<file path="config.mk">
export PLATFORM = sky130hd
export DESIGN_NAME = string_polynomial_hash_index_top
export DESIGN_NICKNAME = d
export VERILOG_FILES = /design/src/rtl/sphi_pkg.sv /design/src/rtl/string_polynomial_hash_index_top.sv
export SDC_FILE = /design/constraint.sdc
export NUM_CORES = 2
export LEC_CHECK = 0
export BUFFER_PORTS_ARGS = -buffer_cell sky130_fd_sc_hd__buf_4
export CAP_MARGIN = 10
export CORE_ASPECT_RATIO = 1.75
export CORE_UTILIZATION = 25
export CTS_CLUSTER_SIZE = 24
export DETAILED_ROUTE_END_ITERATION = 10
export GPL_ROUTABILITY_DRIVEN = 0
export PLACE_DENSITY = 0.5
export SETUP_SLACK_MARGIN = 0.5
export SYNTH_ARGS = -nofsm -noshare
export SYNTH_HDL_FRONTEND = slang
export SYNTH_SLANG_ARGS = --single-unit
</file>
<file path="constraint.sdc">
create_clock -name clk -period 8.91 [get_ports clk]
set_input_delay 0.4455 -clock clk [delete_from_list [all_inputs] [get_ports clk]]
set_output_delay 0.4455 -clock clk [all_outputs]
set_load 0.02 [all_outputs]
</file>
<file path="src/rtl/sphi_pkg.sv">
// Package for the string polynomial hash index block.
// Holds register indexes, reset values and field widths; no dependencies.
package sphi_pkg;

  localparam int HashW   = 32;
  localparam int SizeW   = 31;
  localparam int ByteW   = 8;
  localparam int CfgIdxW = 1;
  localparam int CfgW    = 32;

  localparam logic [CfgIdxW-1:0] RegMultiplier = 1'b0;
  localparam logic [CfgIdxW-1:0] RegTableSize  = 1'b1;

  localparam logic [HashW-1:0] MultiplierReset = 32'd31;
  localparam logic [SizeW-1:0] TableSizeReset  = 31'd1024;

  typedef logic [HashW-1:0] hash_t;

endpackage

</file>
<file path="src/rtl/string_polynomial_hash_index_top.sv">
// Top level of the string polynomial hash index block.
// Depends on sphi_pkg for register indexes, reset values and widths.
//
// Bytes of a string arrive one per transaction; each non-zero byte is folded
// into a 32-bit running hash as hash*multiplier + byte in the cycle it is
// accepted, so bytes before the last one are taken at one per cycle. The
// transaction carrying tlast ends the string: the final hash is then reduced
// modulo table_size by one restoring subtract-and-compare unit that produces
// one remainder bit per cycle, so a last byte occupies the block through its
// 32 reduction steps before the next byte is taken. The result sits in an
// output register, so bytes of the next string may be accepted while it
// waits to be taken; a reduction that completes while the register is still
// full waits for it to drain. A table size of zero gives bucket index zero.
module string_polynomial_hash_index_top (
  input  logic                         clk,
  input  logic                         rst,
  // Configuration write port
  input  logic                         cfg_we,
  input  logic [sphi_pkg::CfgIdxW-1:0] cfg_index,
  input  logic [sphi_pkg::CfgW-1:0]    cfg_data,
  // Input stream
  input  logic                         s_tvalid,
  output logic                         s_tready,
  input  logic [7:0]                   s_tdata,   // [7:0] char_byte
  input  logic                         s_tlast,   // last
  // Output stream
  output logic                         m_tvalid,
  input  logic                         m_tready,
  output logic [63:0]                  m_tdata    // [30:0] bucket_index, [62:31] full_hash
);
  import sphi_pkg::*;

  localparam logic [1:0] S_IDLE = 2'd0;
  localparam logic [1:0] S_DIV  = 2'd1;
  localparam logic [1:0] S_HOLD = 2'd2;

  localparam int CntW = $clog2(HashW);

  logic [1:0]       state;
  hash_t            multiplier;
  logic [SizeW-1:0] table_size;
  hash_t            running_hash;
  hash_t            full_hash;
  hash_t            shift_hash;
  hash_t            rem;
  logic [CntW-1:0]  cnt;
  logic [SizeW-1:0] out_index;
  hash_t            out_hash;
  logic             out_valid;

  hash_t            folded;
  hash_t            rem_shift;
  logic [HashW:0]   diff;
  hash_t            rem_next;
  logic             accept;
  logic             div_done;
  logic             out_free;

  // Multiply-add of one byte; a zero byte leaves the hash untouched.
  always_comb begin
    if (s_tdata == '0) begin
      folded = running_hash;
    end else begin
      folded = running_hash * multiplier + {{(HashW-ByteW){1'b0}}, s_tdata};
    end
  end

  // One restoring step of the remainder.
  assign rem_shift = {rem[HashW-2:0], shift_hash[HashW-1]};
  assign diff      = {1'b0, rem_shift} - {2'b00, table_size};
  assign rem_next  = diff[HashW] ? rem_shift : diff[HashW-1:0];

  assign s_tready = (state == S_IDLE) && !rst;
  assign accept   = s_tvalid && s_tready;
  assign out_free = !out_valid || m_tready;
  assign div_done = (state == S_DIV) && (cnt == '0);

  always_ff @(posedge clk) begin
    if (rst) begin
      multiplier <= MultiplierReset;
      table_size <= TableSizeReset;
    end else if (cfg_we) begin
      unique case (cfg_index)
        RegMultiplier: multiplier <= cfg_data;
        RegTableSize:  table_size <= cfg_data[SizeW-1:0];
        default: ;
      endcase
    end
  end

  always_ff @(posedge clk) begin
    if (rst) begin
      state        <= S_IDLE;
      running_hash <= '0;
      cnt          <= '0;
    end else begin
      unique case (state)
        S_IDLE: begin
          if (accept) begin
            if (s_tlast) begin
              running_hash <= '0;
              state        <= S_DIV;
              cnt          <= CntW'(HashW - 1);
            end else begin
              running_hash <= folded;
            end
          end
        end
        S_DIV: begin
          if (cnt == '0) begin
            state <= out_free ? S_IDLE : S_HOLD;
          end else begin
            cnt <= cnt - 1'b1;
          end
        end
        S_HOLD: begin
          if (out_free) begin
            state <= S_IDLE;
          end
        end
        default: state <= S_IDLE;
      endcase
    end
  end

  // Datapath of the reduction unit.
  always_ff @(posedge clk) begin
    if (accept && s_tlast) begin
      full_hash  <= folded;
      shift_hash <= folded;
      rem        <= '0;
    end else if (state == S_DIV) begin
      shift_hash <= {shift_hash[HashW-2:0], 1'b0};
      rem        <= rem_next;
    end
  end

  // Output register; loaded at the end of a reduction or from the hold state.
  always_ff @(posedge clk) begin
    if (rst) begin
      out_valid <= 1'b0;
    end else if ((div_done || state == S_HOLD) && out_free) begin
      out_valid <= 1'b1;
    end else if (m_tready) begin
      out_valid <= 1'b0;
    end
  end

  always_ff @(posedge clk) begin
    if (div_done && out_free) begin
      out_hash  <= full_hash;
      out_index <= (table_size == '0) ? '0 : rem_next[SizeW-1:0];
    end else if (state == S_HOLD && out_free) begin
      out_hash  <= full_hash;
      out_index <= (table_size == '0) ? '0 : rem[SizeW-1:0];
    end
  end

  assign m_tvalid = out_valid;
  assign m_tdata  = {1'b0, out_hash, out_index};

  // The bucket index lies within the table whenever the table size is non-zero.
  assert property (@(posedge clk) disable iff (rst)
    (m_tvalid && table_size != '0) |-> (out_index < table_size))
    else $error("bucket index not below table size");

  assert property (@(posedge clk) disable iff (rst)
    (m_tvalid && table_size == '0) |-> (out_index == '0))
    else $error("bucket index not zero for empty table");

  // A last byte always starts a reduction and blocks further input.
  assert property (@(posedge clk) disable iff (rst)
    (s_tvalid && s_tready && s_tlast) |=> (state == S_DIV && !s_tready))
    else $error("last byte did not start the reduction");

  // The reduction result lands in the output register once it is free.
  assert property (@(posedge clk) disable iff (rst)
    (div_done && out_free) |=> (m_tvalid && state == S_IDLE))
    else $error("finished reduction not presented");

endmodule
</file>
* Word level (Yosys, flattened, before mapping)
Index checks and enable logic that the tools add are counted.
** Operators by class
- Reductions and logical operators :: 24
- Shift-type cells :: 0
- Bitwise logic cells :: 1
- Mux-type cells :: 23
- Magnitude comparators :: 0
- Multipliers :: 1
- Div/mod/pow operators :: 0
- Add/sub/neg operators :: 3
- Equal/unequal tests :: 7
** Operators with widths (number)
- $mux 32 :: 6
- $mux 31 :: 5
- $sub 32x31->33 :: 1
- $add 32x8->32 :: 1
- $mul 32x32->32 :: 1
- $logic_not 31->1 :: 1
- $mux 5 :: 3
- $mux 2 :: 5
- $pmux 5 s2 :: 1
- $logic_not 8->1 :: 1
- $ne 2x2->1 const B :: 4
- $reduce_and 4->1 :: 2
- $reduce_bool 2->1 :: 4
- $logic_and 1x1->1 :: 7
- $pmux 2 s3 :: 1
- $reduce_and 2->1 :: 3
- $logic_not 5->1 :: 1
- $sub 5x1->5 const B :: 1
- $eq 2x1->1 const B :: 1
- $eq 2x2->1 const B :: 1
- $logic_not 1->1 :: 2
- $logic_not 2->1 :: 1
- $logic_or 1x1->1 :: 2
- $mux 1 :: 2
- 2 further kinds :: 2
** Word-level totals
- Register bits after elaboration :: 261
- Output and inout bits :: 66
- Input bits :: 47
- Memory bits (writable) :: 0
- Word-level logic and storage cells :: 70
- Memories :: 0
- ROM bits :: 0
- Bits in latches :: 0

* Longest topological paths before layout
- Word-level depth :: 5
- Gate-level depth with buffers :: 28
- Depth with buffers taken out :: 25

* Worst setup path before layout
OpenSTA, ideal clock, no wires.
- Path kind :: flip-flop to flip-flop
- Start point :: register multiplier[3]
- End point :: register shift_hash[31], data pin
- Setup slack :: 1761 ps
- Data required time :: 8650 ps
- Stages on the path, launching flop included :: 24
- Data arrival time :: 6888 ps
- Setup time :: 260 ps
- Cell sequence :: dfxtp_1 -> clkbuf_1 -> clkbuf_1 -> and2_1 -> fa_1 -> fa_1 -> inv_1 -> fa_1 -> fa_1 -> inv_1 -> fa_1 -> fa_1 -> fa_1 -> fa_1 -> ha_1 -> clkbuf_1 -> and4_1 -> nand3_1 -> a211oi_1 -> nor2_1 -> o31ai_1 -> xnor2_1 -> mux2_4 -> mux2_4
** Between the ends
- Word-level cells in the longest chain between the ends :: 4
** RTL lines
- from (decl) :: line string_polynomial_hash_index_top.sv:40 : hash_t multiplier;
- from (signal assigned) :: line string_polynomial_hash_index_top.sv:80 : multiplier <= MultiplierReset;
- from (signal assigned) :: line string_polynomial_hash_index_top.sv:84 : RegMultiplier: multiplier <= cfg_data;
- $mul 32x32->32 :: line string_polynomial_hash_index_top.sv:64 : folded = running_hash * multiplier + {{(HashW-ByteW){1'b0}}, s_tdata};
- $add 32x8->32 :: line string_polynomial_hash_index_top.sv:64
- $mux 32 :: line string_polynomial_hash_index_top.sv:61 : if (s_tdata == '0) begin
- via folded[31] :: line string_polynomial_hash_index_top.sv:51 : hash_t folded;
- $mux 32 :: line string_polynomial_hash_index_top.sv:128 : if (accept && s_tlast) begin
- to (signal assigned) :: line string_polynomial_hash_index_top.sv:130 : shift_hash <= folded;
- to (signal assigned) :: line string_polynomial_hash_index_top.sv:133 : shift_hash <= {shift_hash[HashW-2:0], 1'b0};
- to (decl) :: line string_polynomial_hash_index_top.sv:44 : hash_t shift_hash;
The timed path passes the listed nets, and every way through them passes these cells.
A chain may end at the register's enable or synchronous reset.

* Worst setup path after layout
- Start point :: register multiplier[2]
- End point :: register shift_hash[27], data pin
The elaborated chain is that of the path after synthesis.

==> metrics.yaml <==
status:
  status: "complete, no violations"
global_route:
  grt_max_degree: 64
  grt_pass1_vias: 22100
  grt_pass1_wl_um: 132000
  antenna_found_initial: 4
  overflow: 0
  grt_usage_pct: 15.1
detailed_routing:
  wl_per_cell_um: 18.6
  drc: 0
  first_pass_iters: 5
  postRouteAntennaNets: 0
  routed_wl_um: 84600
  via_count: 20300
  routed_via_density: 4.48
  drtIter0Drc: 848
worst_setup_path:
  start_kind: "register"
  cp_max_fo: 31
  crit_type: "register to register"
  required_ps: 9210
  critPathArrivalTime_ps: 8100
  end_kind: "register"
synthesis:
  synthArstFlopShare_pct: 0
  synth_nets: 3672
  synth_area_um2: 28200
  synth_edf_count: 127
  seq_area_frac_synth_pct: 23.1
  synthTopCellsByArea: "fa_1 30%, edfxtp_1 14%, dfxtp_1 9.5%, ha_1 8.0%, and2_1 7.8%"
  synth_top_cell_area_share_pct: 29.6
  synth_seq_cells: 261
  syn_inst: 3029
  post_synth_num_cell_types: 76
  ys.flop_type: "dfxtp_1"
  yosys_warnings: 0
  synth_top_area_cell: "fa_1"
  synth_area_per_cell_um2: 9.30
floorplanning:
  die_area_um2: 114000
  num_io_pins: 113
  fp.coreArea_um2: 111000
  start_util_pct: 25.3
  fp.dieW_um: 256
  rows: 162
  dieHeight_um: 446
pwr:
  leakage_nw: 14.1
  p_switching_mw: 2.01
  p_comb_share_pct: 45.8
  switching_share_pct: 40.9
  finalPower_mw: 4.91
  internal_power_mw: 2.90
  p_per_area_nw_per_um2: 157
  clkPwrFrac_pct: 21.9
  seqPwrFrac_pct: 32.3
  peakVddDrop_mv: 0.109
timing:
  fin_crit_ps: 7800
  finalClockSkew_ps: 15.9
  fin_crit_sh_pct: 87.6
  tns_ps: 0
  rsz0062_at_grt: "no"
  relSlewSlack_pct: 17.1
  worst_pin_slew_ps: 1240
  final_hold_viol_count: 0
  clock.fmax_mhz: 128
  drv_slew: 0
  setup-violations-final: 0
clock_network:
  htreeDepth: 1
  clk_path_buf_depth: 3
  cts_buffers: 22
  hold_buffers: 0
  path_clk_slew_ps: 80
  clk_latency_ps: 550
  cts_root_buf: "clkbuf_16"
  numClockSinks: 261
  post_cts_buffers: 0
  cts-resized-gates: 0
  cts_tree: "yes"
hold_path:
  min_path_type: "input pin to register"
layout:
  stdcell_count: 4541
  drive_gt1_share_pct: 7.64
  area_growth_pct: 11.3
  finalNetCount: 3689
placed_design:
  place_inst: 4498
  dpl.hpwl_um: 68100
  io_buffers: 111
flow_run:
  drv_cap: 0
==> power by group through the flow <==
stage	registers (mW)	clock network [mW]	logic, mW
final	1.59	1.07	2.25
after global routing	1.60	1.14	2.50
after CTS	1.58	1.11	2.26
after detailed placement	1.61	0	2.25
after global placement	1.61	0	2.24
after floorplan	1.56	0	1.69
==> kinds of logic (layout without fill, tap and decap cells) <==
family | Yosys count | in the layout | synth area share, %
AOI/OAI and AO/OA | 384 | 384 | 8.58
xor gates and xnor gates | 109 | 109 | 3.47
adders and majority gates | 596 | 596 | 37.6
buffers and inverters | 645 | 678 | 8.72
DFF | 261 | 261 | 23.1
muxes | 30 | 30 | 1.16
other | 1 | 4 | 0.0133
and+or+nand+nor | 1003 | 1003 | 17.4
==> worst paths after layout <==
path                  from             end  slack [ps]  cells past startpoint
max          multiplier[2]  shift_hash[27]        1110                     23
min            cfg_data[0]   multiplier[0]         140                      3
max reg2reg  multiplier[2]  shift_hash[27]        1110                     23
min reg2reg   full_hash[8]     out_hash[8]         420                      0
==> cells in the final DEF (no fill, tap or decap), types with 51 or more instances in the layout <==
cell type / synthesis / final
ha_1: 180 / 180
nor2_1: 87 / 87
inv_1: 478 / 478
a21oi_1: 139 / 138
edfxtp_1: 127 / 127
and2_1: 350 / 350
xnor2_1: 78 / 78
buf_4: 3 / 159
nand2_1: 459 / 458
dfxtp_1: 134 / 134
fa_1: 416 / 416
o21ai_1: 51 / 51
==> synth_stat cells (all sizes together) (15+ instances only) <==
| library cell | count |
|---|---|
| a211oi | 28 |
| a21o | 20 |
| a21oi | 141 |
| a22oi | 23 |
| and2 | 351 |
| buf | 19 |
| clkbuf | 147 |
| dfxtp | 134 |
| edfxtp | 127 |
| fa | 416 |
| ha | 180 |
| inv | 479 |
| mux2 | 15 |
| mux2i | 15 |
| nand2 | 461 |
| nand3 | 25 |
| nor2 | 87 |
| o21ai | 79 |
| o22ai | 16 |
| xnor2 | 79 |
| xor2 | 29 |
==> critical path: stages, from the launching register on <==
cell and delay [ps]:
dfxtp_1 1070, and2_1 280, fa_1 410, fa_1 500, inv_1 50, fa_1 470, fa_1 540, inv_1 50
fa_1 500, inv_1 50, fa_1 530, inv_1 60, fa_1 490, fa_1 420, ha_1 380, a21o_1 220
nand3_1 80, nand2_1 50, a221o_1 280, nor2_1 230, o21ai_1 140, xor2_1 170, mux2_2 290, mux2_2 260
==> layer usage <==
layer / vias up / wire length [um] / share of wire [%] / track usage, %
met5: - / 41 / 0.048 / 0
met4: 6 / 3720 / 4.4 / 6.77
met3: 133 / 2000 / 2.4 / 0.936
met2: 383 / 47900 / 57 / 30.4
met1: 10300 / 30900 / 37 / 15.7
li1: 9519 / - / - / -
==> registers in the layout, indices dropped and copies added (netlist names) <==
signal / count
multiplier: 32
state: 2
rem: 31
full_hash: 32
running_hash: 32
cnt: 5
shift_hash: 32
out_hash: 32
m_tvalid: 1
out_index: 31
table_size: 31
==> layout make-up <==
type | count | area (um^2)
fill | 12000 | 80100
multi-input combinational | 2123 | 19200
sequential | 261 | 6500
tap | 1476 | 1850
inverter | 479 | 1800
timing repair buffer | 159 | 1190
clock buffer | 29 | 639
clock inverter | 11 | 136
antenna | 3 | 7.51
==> through the flow <==
stage	area [um^2]	util [%]	worst slack [ps]	hold slack (ps)
floorplan	28200	-	1760	400
global placement	30600	27.4	1110	402
detailed placement	30600	27.4	1070	405
CTS	31300	28.1	1060	109
global route	31300	28.1	649	138
finish	31300	28.1	1110	138
Note: power is estimated with default switching activity, not from simulation.
